**config.mk**
```make
export PLATFORM = sky130hd
export DESIGN_NAME = lfu_cache_lru_tiebreak_top
export DESIGN_NICKNAME = d
export VERILOG_FILES = /design/src/hw/rtl/lfu_pkg.sv /design/src/hw/rtl/lfu_ram.sv /design/src/hw/rtl/lfu_cache_lru_tiebreak_top.sv
export SDC_FILE = /design/constraint.sdc
export NUM_CORES = 2
export LEC_CHECK = 0
export BUFFER_PORTS_ARGS = -buffer_cell sky130_fd_sc_hd__clkbuf_2
export CAP_MARGIN = 20
export CORE_MARGIN = 2
export CORE_UTILIZATION = 44
export DETAILED_ROUTE_END_ITERATION = 16
export GPL_ROUTABILITY_DRIVEN = 1
export PLACE_DENSITY = 0.56
export REMOVE_ABC_BUFFERS = 1
export SYNTH_ARGS = -nofsm -noshare
export SYNTH_HDL_FRONTEND = slang
export SYNTH_HIERARCHICAL = 1
export SYNTH_SLANG_ARGS = --single-unit
export TNS_END_PERCENT = 1
```
**constraint.sdc**
```tcl
create_clock -name clk -period 12.1 [get_ports clk]
set_input_delay 0 -clock clk [delete_from_list [all_inputs] [get_ports clk]]
set_output_delay 0 -clock clk [all_outputs]
set_load 0.02 [all_outputs]
```
**src/hw/rtl/lfu_pkg.sv**
```systemverilog
// Shared types, constants and helpers for the frequency-ordered key/value cache.
// No dependencies; imported by the top level and the port checker.
package lfu_pkg;

	localparam int ENTRIES    = 16;
	localparam int COUNT_BITS = 16;
	localparam int KEY_W      = 32;
	localparam int DATA_W     = 32;
	localparam int CAP_W      = 5;

	localparam int ADDR_W = (ENTRIES > 1) ? $clog2(ENTRIES) : 1;
	localparam int RANK_W = ADDR_W;
	localparam int OCC_W  = $clog2(ENTRIES + 1);
	localparam int CMP_W  = (CAP_W > OCC_W) ? CAP_W : OCC_W;

	localparam logic [ADDR_W-1:0]     LAST_ADDR = ADDR_W'(ENTRIES - 1);
	localparam logic [CAP_W-1:0]      CAP_RESET = CAP_W'(16);
	localparam logic [COUNT_BITS-1:0] COUNT_MAX = '1;
	localparam logic [COUNT_BITS-1:0] COUNT_ONE = COUNT_BITS'(1);

	localparam logic OP_GET = 1'b0;
	localparam logic OP_PUT = 1'b1;

	typedef struct packed {
		logic              op;
		logic [KEY_W-1:0]  key;
		logic [DATA_W-1:0] value;
	} req_t;

	typedef struct packed {
		logic              found;
		logic [DATA_W-1:0] read_value;
		logic              evicted;
		logic [KEY_W-1:0]  evicted_key;
	} rsp_t;

	// One memory word per entry
	typedef struct packed {
		logic [KEY_W-1:0]      key;
		logic [DATA_W-1:0]     data;
		logic [COUNT_BITS-1:0] count;
		logic [RANK_W-1:0]     rank;
	} entry_t;

	localparam int ENTRY_W = $bits(entry_t);

	// Recency change left by the last item, applied lazily as the next scan passes each entry
	typedef struct packed {
		logic              active;
		logic              all_up;
		logic [ADDR_W-1:0] slot;
		logic [RANK_W-1:0] below;
	} rank_fix_t;

	function automatic logic [RANK_W-1:0] fix_rank(rank_fix_t f, logic [ADDR_W-1:0] a,
			logic [RANK_W-1:0] r);
		logic [RANK_W-1:0] res;
		res = r;
		if (f.active) begin
			if (a == f.slot) begin
				res = '0;
			end else if (f.all_up || (r < f.below)) begin
				res = r + 1'b1;
			end
		end
		return res;
	endfunction

	function automatic logic [COUNT_BITS-1:0] sat_inc(logic [COUNT_BITS-1:0] c);
		return (c == COUNT_MAX) ? c : c + 1'b1;
	endfunction

endpackage

```
**src/hw/rtl/lfu_ram.sv**
```systemverilog
// Generic single-port-write, single-port-read RAM with registered read data.
// No dependencies.
module lfu_ram #(
	parameter int WIDTH = 8,
	parameter int DEPTH = 16,
	localparam int AW = (DEPTH > 1) ? $clog2(DEPTH) : 1
) (
	input  logic             clk,
	input  logic             we,
	input  logic [AW-1:0]    waddr,
	input  logic [WIDTH-1:0] wdata,
	input  logic [AW-1:0]    raddr,
	output logic [WIDTH-1:0] rdata
);

	logic [WIDTH-1:0] mem_q [DEPTH];
	logic [WIDTH-1:0] rdata_q;

	always_ff @(posedge clk) begin
		if (we) begin
			mem_q[waddr] <= wdata;
		end
		rdata_q <= mem_q[raddr];
	end

	assign rdata = rdata_q;

endmodule

```
**src/hw/rtl/lfu_cache_lru_tiebreak_top.sv**
```systemverilog
// Top level of the frequency-ordered key/value cache with recency tie break.
// Depends on lfu_pkg and lfu_ram.
//
//  channel  direction  handshake               payload
//  req      in         req_valid / req_stall   req_t  (op, key, value)
//  rsp      out        rsp_valid / rsp_stall   rsp_t  (found, read_value, evicted, evicted_key)
//  cfg      in         cfg_we                  cfg_wdata (capacity)
//
// A new item is accepted only once the previous one has left the decide state: a scan reads
// every entry word through the single read port of the entry memory, one per cycle.
// Reset clears the valid bits and the occupancy; the memory needs no clearing pass.
// A result still held by rsp_stall delays the end of the following item.
module lfu_cache_lru_tiebreak_top import lfu_pkg::*; (
	input  logic             clk,
	input  logic             arst_n,
	input  logic             req_valid,
	output logic             req_stall,
	input  req_t             req,
	output logic             rsp_valid,
	input  logic             rsp_stall,
	output rsp_t             rsp,
	input  logic             cfg_we,
	input  logic [CAP_W-1:0] cfg_wdata
);

	typedef enum logic [3:0] {
		ST_IDLE   = 4'b0001,
		ST_SCAN   = 4'b0010,
		ST_DRAIN  = 4'b0100,
		ST_DECIDE = 4'b1000
	} state_t;

	state_t             state_q;
	logic [CAP_W-1:0]   capacity_q;
	logic [ENTRIES-1:0] valid_q;
	logic [OCC_W-1:0]   used_q;
	logic [ADDR_W-1:0]  rd_addr_q;
	logic               proc_s1;
	logic [ADDR_W-1:0]  addr_s1;
	req_t               req_q;
	logic               hit_q;
	logic [ADDR_W-1:0]  hit_addr_q;
	entry_t             hit_ent_q;
	logic               vic_found_q;
	logic [ADDR_W-1:0]  vic_addr_q;
	entry_t             vic_ent_q;
	logic               free_found_q;
	logic [ADDR_W-1:0]  free_addr_q;
	rank_fix_t          fix_q;
	logic               rsp_valid_q;
	rsp_t               rsp_q;

	logic [ENTRY_W-1:0] ram_rdata;
	logic [ENTRY_W-1:0] ram_wdata;
	logic [ADDR_W-1:0]  ram_waddr;
	logic               ram_we;

	entry_t             rd_ent;
	entry_t             adj_ent;
	logic               rd_vld;
	logic               is_hit;
	logic               beats;

	logic               accept;
	logic               decide_fire;
	logic [CMP_W-1:0]   cap_x;
	logic [CMP_W-1:0]   cap_eff;
	logic               cap_zero;
	logic               full;

	logic               wr_en;
	logic [ADDR_W-1:0]  wr_slot;
	entry_t             wr_ent;
	rsp_t               rsp_d;
	rank_fix_t          fix_d;
	logic               set_valid;
	logic               inc_used;

	assign accept      = (state_q == ST_IDLE) && req_valid;
	assign req_stall   = (state_q != ST_IDLE);
	assign decide_fire = (state_q == ST_DECIDE) && (!rsp_valid_q || !rsp_stall);

	// Stage 1: word of entry addr_s1 with the pending recency change applied
	assign rd_ent = entry_t'(ram_rdata);
	assign rd_vld = valid_q[addr_s1];

	always_comb begin
		adj_ent      = rd_ent;
		adj_ent.rank = fix_rank(fix_q, addr_s1, rd_ent.rank);
	end

	assign is_hit = rd_vld && (rd_ent.key == req_q.key);
	assign beats  = rd_vld && (!vic_found_q || (adj_ent.count < vic_ent_q.count) ||
		((adj_ent.count == vic_ent_q.count) && (adj_ent.rank > vic_ent_q.rank)));

	assign cap_x    = CMP_W'(capacity_q);
	assign cap_eff  = (cap_x > CMP_W'(ENTRIES)) ? CMP_W'(ENTRIES) : cap_x;
	assign cap_zero = (cap_eff == '0);
	assign full     = (CMP_W'(used_q) >= cap_eff);

	always_comb begin
		wr_en          = 1'b0;
		wr_slot        = '0;
		wr_ent         = '0;
		rsp_d          = '0;
		fix_d          = '0;
		set_valid      = 1'b0;
		inc_used       = 1'b0;
		rsp_d.found    = hit_q;
		if (req_q.op == OP_GET) begin
			if (hit_q) begin
				rsp_d.read_value = hit_ent_q.data;
				wr_en            = 1'b1;
				wr_slot          = hit_addr_q;
				wr_ent           = hit_ent_q;
				wr_ent.count     = sat_inc(hit_ent_q.count);
				wr_ent.rank      = '0;
				fix_d.active     = 1'b1;
				fix_d.slot       = hit_addr_q;
				fix_d.below      = hit_ent_q.rank;
			end
		end else if (cap_zero) begin
			rsp_d.found = 1'b0;
		end else if (hit_q) begin
			wr_en        = 1'b1;
			wr_slot      = hit_addr_q;
			wr_ent       = hit_ent_q;
			wr_ent.data  = req_q.value;
			wr_ent.count = sat_inc(hit_ent_q.count);
			wr_ent.rank  = '0;
			fix_d.active = 1'b1;
			fix_d.slot   = hit_addr_q;
			fix_d.below  = hit_ent_q.rank;
		end else if (full) begin
			// Evict and refill the same slot: the others age as for a touch of the victim
			rsp_d.evicted     = 1'b1;
			rsp_d.evicted_key = vic_ent_q.key;
			wr_en             = 1'b1;
			wr_slot           = vic_addr_q;
			wr_ent.key        = req_q.key;
			wr_ent.data       = req_q.value;
			wr_ent.count      = COUNT_ONE;
			fix_d.active      = 1'b1;
			fix_d.slot        = vic_addr_q;
			fix_d.below       = vic_ent_q.rank;
		end else if (free_found_q) begin
			wr_en        = 1'b1;
			wr_slot      = free_addr_q;
			wr_ent.key   = req_q.key;
			wr_ent.data  = req_q.value;
			wr_ent.count = COUNT_ONE;
			fix_d.active = 1'b1;
			fix_d.all_up = 1'b1;
			fix_d.slot   = free_addr_q;
			set_valid    = 1'b1;
			inc_used     = 1'b1;
		end
	end

	// Scan write-back has the port while a word is in stage 1; the final write follows it
	assign ram_we    = proc_s1 || (decide_fire && wr_en);
	assign ram_waddr = proc_s1 ? addr_s1 : wr_slot;
	assign ram_wdata = proc_s1 ? adj_ent : wr_ent;

	lfu_ram #(
		.WIDTH(ENTRY_W),
		.DEPTH(ENTRIES)
	) u_ram (
		.clk  (clk),
		.we   (ram_we),
		.waddr(ram_waddr),
		.wdata(ram_wdata),
		.raddr(rd_addr_q),
		.rdata(ram_rdata)
	);

	always_ff @(posedge clk or negedge arst_n) begin
		if (!arst_n) begin
			state_q      <= ST_IDLE;
			capacity_q   <= CAP_RESET;
			valid_q      <= '0;
			used_q       <= '0;
			rd_addr_q    <= '0;
			proc_s1      <= 1'b0;
			hit_q        <= 1'b0;
			vic_found_q  <= 1'b0;
			free_found_q <= 1'b0;
			fix_q        <= '0;
			rsp_valid_q  <= 1'b0;
		end else begin
			if (cfg_we) begin
				capacity_q <= cfg_wdata;
			end
			unique case (state_q)
				ST_IDLE: begin
					if (accept) begin
						state_q      <= ST_SCAN;
						rd_addr_q    <= '0;
						hit_q        <= 1'b0;
						vic_found_q  <= 1'b0;
						free_found_q <= 1'b0;
					end
				end
				ST_SCAN: begin
					proc_s1 <= 1'b1;
					if (rd_addr_q == LAST_ADDR) begin
						state_q <= ST_DRAIN;
					end else begin
						rd_addr_q <= rd_addr_q + 1'b1;
					end
				end
				ST_DRAIN: begin
					proc_s1 <= 1'b0;
					state_q <= ST_DECIDE;
				end
				ST_DECIDE: begin
					if (decide_fire) begin
						state_q <= ST_IDLE;
						fix_q   <= fix_d;
						if (set_valid) begin
							valid_q[wr_slot] <= 1'b1;
						end
						if (inc_used) begin
							used_q <= used_q + 1'b1;
						end
					end
				end
				default: begin
					state_q <= ST_IDLE;
				end
			endcase
			if (proc_s1) begin
				if (is_hit) begin
					hit_q <= 1'b1;
				end
				if (beats) begin
					vic_found_q <= 1'b1;
				end
				if (!rd_vld && !free_found_q) begin
					free_found_q <= 1'b1;
				end
			end
			if (decide_fire) begin
				rsp_valid_q <= 1'b1;
			end else if (!rsp_stall) begin
				rsp_valid_q <= 1'b0;
			end
		end
	end

	always_ff @(posedge clk) begin
		if (accept) begin
			req_q <= req;
		end
		addr_s1 <= rd_addr_q;
		if (proc_s1) begin
			if (is_hit) begin
				hit_addr_q <= addr_s1;
				hit_ent_q  <= adj_ent;
			end
			if (beats) begin
				vic_addr_q <= addr_s1;
				vic_ent_q  <= adj_ent;
			end
			if (!rd_vld && !free_found_q) begin
				free_addr_q <= addr_s1;
			end
		end
		if (decide_fire) begin
			rsp_q <= rsp_d;
		end
	end

	assign rsp_valid = rsp_valid_q;
	assign rsp       = rsp_q;

endmodule

```
After elaboration in Yosys (flattened, before gate mapping)
Memories as Yosys holds them, arrays and structs flattened. A register that Yosys moved wholly into a read port is not among the register bits.
Cells that the tools add are included.
{"block": "totals", "register_bits": 332, "latchBits": 0, "elab_cells": 168, "ramBits": 1344, "input_bits": 75, "romBits": 0, "memories": 1, "output_inout_bits": 68}
{"block": "classes", "n_eq_ne": 15, "n_lt_le_gt_ge": 8, "n_mux": 73, "n_bitwise": 4, "n_shift": 0, "div_mod_pow": 0, "reduce_logical": 31, "addsub": 4, "mul": 0}
{"memory": "u_ram.mem_q", "words": 16, "word_bits": 84, "rd": 1, "rd_clocked_by_memory_dff": 1, "wr": 1, "line": "lfu_ram.sv:16", "rtl": "logic [WIDTH-1:0] mem_q [DEPTH];"}
{"operator": "$mux 84", "count": 4}
{"operator": "$mux 80", "count": 3}
{"operator": "$mux 4", "count": 17}
{"operator": "$mux 1", "count": 36}
{"operator": "$mux 33", "count": 1}
{"operator": "$eq 32x32->1", "count": 1}
{"operator": "$mux 8", "count": 3}
{"operator": "$add 16x1->16 const B", "count": 1}
{"operator": "$eq 16x16->1", "count": 1}
{"operator": "$eq 16x16->1 const B", "count": 1}
{"operator": "$lt 16x16->1", "count": 1}
{"operator": "$mux 16", "count": 1}
{"operator": "$or 16x16->16", "count": 1}
{"operator": "$pmux 4 s4", "count": 1}
{"operator": "$lt 4x5->1 const B", "count": 2}
{"operator": "$mux 10", "count": 1}
{"operator": "$reduce_and 3->1", "count": 3}
{"operator": "$add 4x1->4 const B", "count": 2}
{"operator": "$eq 4x4->1 const B", "count": 2}
{"operator": "$logic_and 1x1->1", "count": 8}
{"operator": "$ne 2x2->1 const B", "count": 4}
{"operator": "$pmux 4 s2", "count": 1}
{"operator": "$reduce_and 2->1", "count": 4}
{"operator": "$mux 6", "count": 1}
{"operator": "24 further kinds", "count": 35}

Logic depth before layout (Yosys ltp)
{"block": "depth", "depth_word": 12, "mapped_depth": 15, "ltp_nobuf": 14}

Cells and area by module
The synthesis kept the hierarchy.
{"mod": "lfu_ram", "cells_per_inst": 2154, "n_inst": 1, "area_each_um2": 52052.4, "seq_area_each_um2": 42040.3}
{"mod": "lfu_cache_lru_tiebreak_top", "cells_per_inst": 1065, "n_inst": 1, "area_each_um2": 14222.4, "seq_area_each_um2": 9686.8}

Worst setup path after synthesis
OpenSTA, ideal clock, no wires.
{"block": "synth_timing", "path_kind": "reg-to-reg", "start": "reg capacity_q[4] (netlist: cap_x[4])", "end": "mem u_ram/mem_q[0][0] in the netlist's numbering, enable pin", "slack_ns": 2.664, "n_path_buf": 3, "stages_incl_launch_ff": 13, "required_time_ns": 11.470, "arrival_time_ns": 8.806, "setup_time_ns": 0.630, "synth_period_minus_slack_ns": 9.436, "cell_sequence": "dfstp_2 > inv_1 > ha_1 > a21boi_0 > or2_2 > buf_2 > o31a_1 > clkbuf_1 > clkbuf_1 > nor2_1 > o21bai_1 > or3b_2 > nor3_1"}
{"block": "synth_via", "elab_chain_len": 11}
{"item": "from (decl)", "line": "lfu_cache_lru_tiebreak_top.sv:34", "rtl": "logic [CAP_W-1:0] capacity_q;"}
{"item": "from (signal assigned)", "line": "lfu_cache_lru_tiebreak_top.sv:192", "rtl": "capacity_q <= cfg_wdata;"}
{"item": "$gt 5x5->1", "line": "lfu_cache_lru_tiebreak_top.sv:97", "rtl": "assign cap_eff = (cap_x > CMP_W'(ENTRIES)) ? CMP_W'(ENTRIES) : cap_x;"}
{"item": "$mux 5 (*)", "line": "lfu_cache_lru_tiebreak_top.sv:97"}
{"item": "$ge 5x5->1", "line": "lfu_cache_lru_tiebreak_top.sv:99", "rtl": "assign full = (CMP_W'(used_q) >= cap_eff);"}
{"item": "$mux 1", "line": "lfu_cache_lru_tiebreak_top.sv:134", "rtl": "end else if (full) begin"}
{"item": "$mux 1", "line": "lfu_cache_lru_tiebreak_top.sv:124", "rtl": "end else if (hit_q) begin"}
{"item": "$mux 1 (*)", "line": "lfu_cache_lru_tiebreak_top.sv:122", "rtl": "end else if (cap_zero) begin"}
{"item": "$mux 1 (*)", "line": "lfu_cache_lru_tiebreak_top.sv:110", "rtl": "if (req_q.op == OP_GET) begin"}
{"item": "$logic_and 1x1->1 (*)", "line": "lfu_cache_lru_tiebreak_top.sv:161", "rtl": "assign ram_we = proc_s1 || (decide_fire && wr_en);"}
{"item": "$logic_or 1x1->1 (*)", "line": "lfu_cache_lru_tiebreak_top.sv:161"}
{"item": "named net ram_we", "line": "lfu_cache_lru_tiebreak_top.sv:56", "rtl": "logic ram_we;"}
{"item": "$mux 1 (*)", "line": "lfu_ram.sv:20", "rtl": "if (we) begin"}
{"item": "$mux 1 (implied by the code) (*)", "line": "lfu_ram.sv:21", "rtl": "mem_q[waddr] <= wdata;"}
{"item": "to (decl)", "line": "lfu_ram.sv:16"}
The timed path passes the listed nets; every way through them passes the cells marked *.

Worst setup path after layout
{"block": "layout_timing", "start": "reg capacity_q[4] (netlist: cap_x[4])", "end": "mem u_ram/mem_q[14][48] in the netlist's numbering, enable pin"}
{"item": "$gt 5x5->1", "line": "lfu_cache_lru_tiebreak_top.sv:97"}
{"item": "$mux 5 (*)", "line": "lfu_cache_lru_tiebreak_top.sv:97"}
{"item": "$ge 5x5->1", "line": "lfu_cache_lru_tiebreak_top.sv:99"}
{"item": "$mux 4", "line": "lfu_cache_lru_tiebreak_top.sv:134"}
{"item": "$mux 4", "line": "lfu_cache_lru_tiebreak_top.sv:124"}
{"item": "$mux 4 (*)", "line": "lfu_cache_lru_tiebreak_top.sv:122"}
{"item": "$mux 4 (*)", "line": "lfu_cache_lru_tiebreak_top.sv:110"}
{"item": "$mux 4 (*)", "line": "lfu_cache_lru_tiebreak_top.sv:162", "rtl": "assign ram_waddr = proc_s1 ? addr_s1 : wr_slot;"}
{"item": "named net ram_waddr[0]", "line": "lfu_cache_lru_tiebreak_top.sv:55", "rtl": "logic [ADDR_W-1:0] ram_waddr;"}
Marked as above.

==> reports/results.md <==
| Step | Metric | Value |
|:---|:---|:---|
| detailed routing | Wire length after detailed routing | 162300 um |
| floorplanning | Row Count | 142 |
| synthesis | Number of warnings issued by yosys | 6 |
| placement | Total instance count after detailed placement | 5363 |
| sta | Period utilization | 48.89% |
| layout | Area used by multi-input combinational logic | 0.01385 mm2 |
| placement | Global placement routability congestion | 0.7948 |
| detailed routing | Post-DR vias/cell | 5.709 |
| setup path | Data arrival at the endpoint of the critical path | 6340 ps |
| synthesis | Async set or reset register ratio after synthesis | 2.784% |
| clock network | Number of cells upsized or downsized after cts | 0 |
| floorplanning | Effective utilization at floorplan | 44.25% |
| pwr | Leakage dissipation | 25.65 nW |
| detailed routing | Drt first pass iters | 7 |
| floorplanning | Die Outline Area | 0.1537 mm2 |
| setup path | CP Capture Type | flip-flop |
| global route | Initial antenna violation count | 9 |
| global route | Residual overflow from global routing | 0 |
| clock network | Cell at the root of the clock tree | sky130_fd_sc_hd__clkbuf_16 |
| setup path | Worst path required time | 12520 ps |
| detailed routing | Detailed-route wire length per cell | 27.70 um |
| synthesis | Number of register bits inferred by synthesis | 1760 |
| synthesis | Number of different library cells in the post-synthesis netlist | 65 |
| sta | Worst Hold Margin | 69.01 ps |
| sta | Max_slew headroom | 18.67% |
| sta | Final number of hold-violating endpoints | 0 |
| setup path | Capture point of the critical path | u_ram/mem_q[14][48] |
| detailed routing | Drt drc | 0 |
| pwr | Areal power density over the cells | 224.3 mW/mm2 |
| setup path | Launching element type of the critical path | flip-flop |
| sta | Pins Over Slew Limit | 0 |
| clock network | Number of buffers added by the clock tree synthesis step | 180 |
| run status | Run status | finished, final reports clean |
| placement | Post-DP HPWL | 90670 um |
| clock network | Total number of H-tree levels | 4 |
| floorplanning | Core ar. | 0.1498 mm2 |
| sta | Final setup violation count | 0 |
| floorplanning | DIE WIDTH | 392.1 um |
| layout | Diode count | 0 |
| clock network | Clk Latency, worst-skew pair | 820 ps |
| detailed routing | Iteration-0 DRC Markers | 3478 |
| setup path | CP Max Fanout | 46 |
| clock network | Clock-pin slew on the worst setup and hold paths | 60 ps |
| sta | Crit path time final | 5916 ps |
| detailed routing | Post-detailed-route count of antenna-violating nets | 0 |
| synthesis | Count of mapped cells out of synthesis | 3219 |
| sta | Setup repair after global routing missed its margin | false |
| sta | Maximum clock rate | 0.1690 GHz |
| layout | Number of inserted filler cells in the final layout | 11.70k |
| sta | Worst-margin pin slew | 1216 ps |
| placement | Buffers added on ports | 142 |
| clock network | Num Clock Sinks | 1760 |
| global route | Wire length of the first global-routing pass | 238400 um |
| sta | Final TNS setup | 0 ps |
| synthesis | Sequential cell area fraction in the yosys report | 78.05% |
| global route | All-Layer GR Usage | 21.46% |
| setup path | Register-to-register setup slack | 6180 ps |
| placement | Placed instance area | 0.07013 mm2 |
| synthesis | Post-synth EDFFs | 1623 |
| layout | Layout Area Growth over Synthesis | 16.95% |
| synthesis | Post-synth top flop | sky130_fd_sc_hd__edfxtp_1 |
| clock network | Clock tree from TritonCTS | yes |
| global route | Pin count of the biggest net entering global routing | 91 |
| setup path | Startpoint of the worst register-to-register path | cap_x[4] |
| layout | Post-Layout Inst Area | 0.07751 mm2 |
| run | Number of max-cap violations | 0 |
| layout | Layout cells sized above 1 | 26.19% |
| floorplanning | Count of boundary I/O pins | 143 |
| detailed routing | Number of vias after detailed routing | 33.44k |
| global route | Vias in the first global route | 34.93k |
| synthesis | Netlist Area Pre-Place | 0.06627 mm2 |
| min path | Hold Path Class | in2reg |
| pwr | Peak VDD IR | 166.7 uV |
| setup path | Worst r2r path cells | 13 |
| sta | Post-Route Skew | 24.27 ps |
| clock network | Buffer levels on the longest clock path | 3 |
| layout | Nets@finish | 3792 |
| setup path | Origin of the worst setup path | cap_x[4] |
| layout | Sequential cell area | 0.05174 mm2 |
| pwr | Pwr Total | 17.39 mW |
| setup path | Crit Path Category | reg2reg |
| layout | Count of placed standard cells in the final layout, fillers left out | 5857 |
| floorplanning | Chip Height | 392.1 um |
| setup path | Terminus of the critical flop-to-flop path | u_ram/mem_q[14][48] |
| synthesis | Synthesized area per cell | 20.59 um2 |
==> power breakdown <==
group          switching, mW  leakage, nW  total (mW)  internal, mW
registers              0.383         16.1        8.48          8.10
clock network           2.33         2.84        5.43          3.10
logic                   2.06         6.69        3.47          1.42
==> through the flow <==
stage	setup WS, ps	util [%]
after floorplan	-2212	-
after global placement	6264	46.60
after detailed placement	6192	46.82
after CTS	6141	51.71
after global routing	5844	51.75
final	6184	51.75
==> worst min path at each step <==
stage	start	endpoint	cells after the start
3_5_place_dp	arst_n	vic_found_q	2
6_report	cfg_wdata[4]	cap_x[4]	4
3_3_place_gp	arst_n	vic_found_q	2
4_1_cts	cfg_wdata[4]	cap_x[4]	4
5_1_grt	cfg_wdata[4]	cap_x[4]	4
2_1_floorplan	arst_n	cap_x[0]	0
==> cell usage after synthesis (9+ instances only) <==
library cell	number	area share, %
sky130_fd_sc_hd__a21o_1	21	0.24
sky130_fd_sc_hd__a21oi_1	43	0.32
sky130_fd_sc_hd__a22oi_1	161	1.8
sky130_fd_sc_hd__a22oi_2	40	0.76
sky130_fd_sc_hd__and2_1	10	0.094
sky130_fd_sc_hd__and3_1	68	0.64
sky130_fd_sc_hd__buf_1	15	0.085
sky130_fd_sc_hd__buf_2	44	0.33
sky130_fd_sc_hd__buf_6	9	0.15
sky130_fd_sc_hd__clkbuf_1	91	0.52
sky130_fd_sc_hd__dfrtp_1	47	1.8
sky130_fd_sc_hd__dfxtp_1	88	2.7
sky130_fd_sc_hd__edfxtp_1	1623	74
sky130_fd_sc_hd__ha_1	32	0.60
sky130_fd_sc_hd__inv_1	33	0.19
sky130_fd_sc_hd__mux2_2	12	0.20
sky130_fd_sc_hd__mux2i_1	10	0.15
sky130_fd_sc_hd__mux4_2	341	12
sky130_fd_sc_hd__nand2_1	206	1.2
sky130_fd_sc_hd__nand3_1	15	0.11
sky130_fd_sc_hd__nand4_1	13	0.12
sky130_fd_sc_hd__nor2_1	39	0.22
sky130_fd_sc_hd__nor3_1	11	0.083
sky130_fd_sc_hd__nor4_1	11	0.10
sky130_fd_sc_hd__o21ai_0	93	0.70
sky130_fd_sc_hd__xnor2_1	16	0.21
sky130_fd_sc_hd__xor2_1	36	0.48
==> cell usage in the layout, fill, tap and decap left out, types with 8 or more instances in the layout <==
master / n
sky130_fd_sc_hd__a21o_1: 21
sky130_fd_sc_hd__a21oi_1: 42
sky130_fd_sc_hd__a22oi_1: 161
sky130_fd_sc_hd__a22oi_2: 40
sky130_fd_sc_hd__and2_1: 9
sky130_fd_sc_hd__and3_1: 68
sky130_fd_sc_hd__buf_2: 22
sky130_fd_sc_hd__buf_4: 127
sky130_fd_sc_hd__bufinv_16: 8
sky130_fd_sc_hd__clkbuf_1: 53
sky130_fd_sc_hd__clkbuf_16: 180
sky130_fd_sc_hd__clkbuf_2: 142
sky130_fd_sc_hd__clkbuf_8: 27
sky130_fd_sc_hd__clkinv_1: 17
sky130_fd_sc_hd__clkinv_2: 26
sky130_fd_sc_hd__clkinvlp_4: 8
sky130_fd_sc_hd__dfrtp_1: 43
sky130_fd_sc_hd__dfxtp_1: 88
sky130_fd_sc_hd__dlygate4sd3_1: 149
sky130_fd_sc_hd__edfxtp_1: 1623
sky130_fd_sc_hd__ha_1: 32
sky130_fd_sc_hd__inv_1: 31
sky130_fd_sc_hd__mux2_2: 12
sky130_fd_sc_hd__mux2i_1: 10
sky130_fd_sc_hd__mux4_2: 341
sky130_fd_sc_hd__nand2_1: 206
sky130_fd_sc_hd__nand2b_1: 8
sky130_fd_sc_hd__nand3_1: 15
sky130_fd_sc_hd__nand4_1: 13
sky130_fd_sc_hd__nor2_1: 26
sky130_fd_sc_hd__nor2_4: 14
sky130_fd_sc_hd__nor4_1: 11
sky130_fd_sc_hd__o21ai_0: 79
sky130_fd_sc_hd__o21ai_1: 16
sky130_fd_sc_hd__xnor2_1: 16
sky130_fd_sc_hd__xor2_1: 36
==> worst max-delay path, stage by stage, from the launching register on <==
cell and delay (ps):
sky130_fd_sc_hd__dfstp_2 570, sky130_fd_sc_hd__inv_1 140, sky130_fd_sc_hd__nand2_1 100, sky130_fd_sc_hd__ha_1 260, sky130_fd_sc_hd__a21oi_1 150, sky130_fd_sc_hd__a21boi_0 240
sky130_fd_sc_hd__or2_2 380, sky130_fd_sc_hd__buf_4 330, sky130_fd_sc_hd__a311o_1 500, sky130_fd_sc_hd__mux2_2 370, sky130_fd_sc_hd__nand2b_1 370, sky130_fd_sc_hd__nor2_4 660
sky130_fd_sc_hd__buf_4 580, sky130_fd_sc_hd__buf_4 800
==> area by class of cell <==
class	count	share of cell area [%]
repair buffers	447	4.422
clock buffers	260	6.548
inverters	34	0.1711
well taps	2016	3.255
multi-input cells	1262	17.87
clock inverters	78	0.9783
flip-flops and latches	1760	66.76
==> state kept, by name (all words and copies together), names as in the netlist <==
name and cells:
free_addr_q 4, vic_found_q 1, used_q 5, proc_s1 1, u_ram/mem_q 1344, rd_addr_q 4, hit_ent_q 84, vic_ent_q 52
vic_addr_q 4, req_q 65, valid_q 16, hit_q 1, addr_s1 4, free_found_q 1, hit_addr_q 4, rsp_valid 1
fix_q 10, u_ram/rdata 84, rsp 66, state_q 4, cap_x 5
==> metal layers <==
layer	track usage, %	vias to the layer above	wire length, um
met5	0	-	0
met4	5.720	0	3225
met3	3.337	186	10440
met2	34.79	1253	78990
met1	30.48	17823	69600
li1	-	14175	-
==> kinds of logic after synthesis <==
logic type               synth area share, %
XOR/XNOR                              0.6872
flip-flops                             78.05
AND/OR/NAND/NOR                        2.953
AO/OA/AOI/OAI                          4.444
buffers and inverters                  1.320
adder cells (fa/ha/maj)               0.6041
multiplexers                           11.94
==> repair_timing <==
| action | 4_1_cts | 5_1_grt |
|---|---|---|
| endpoints found under the hold margin | 154 | 0 |
| setup buffers | 0 | 0 |
| endpoints found under the setup margin | 0 | 0 |
| hold buffers | 149 | 0 |
No activity file was read; power rests on OpenSTA's default activity.
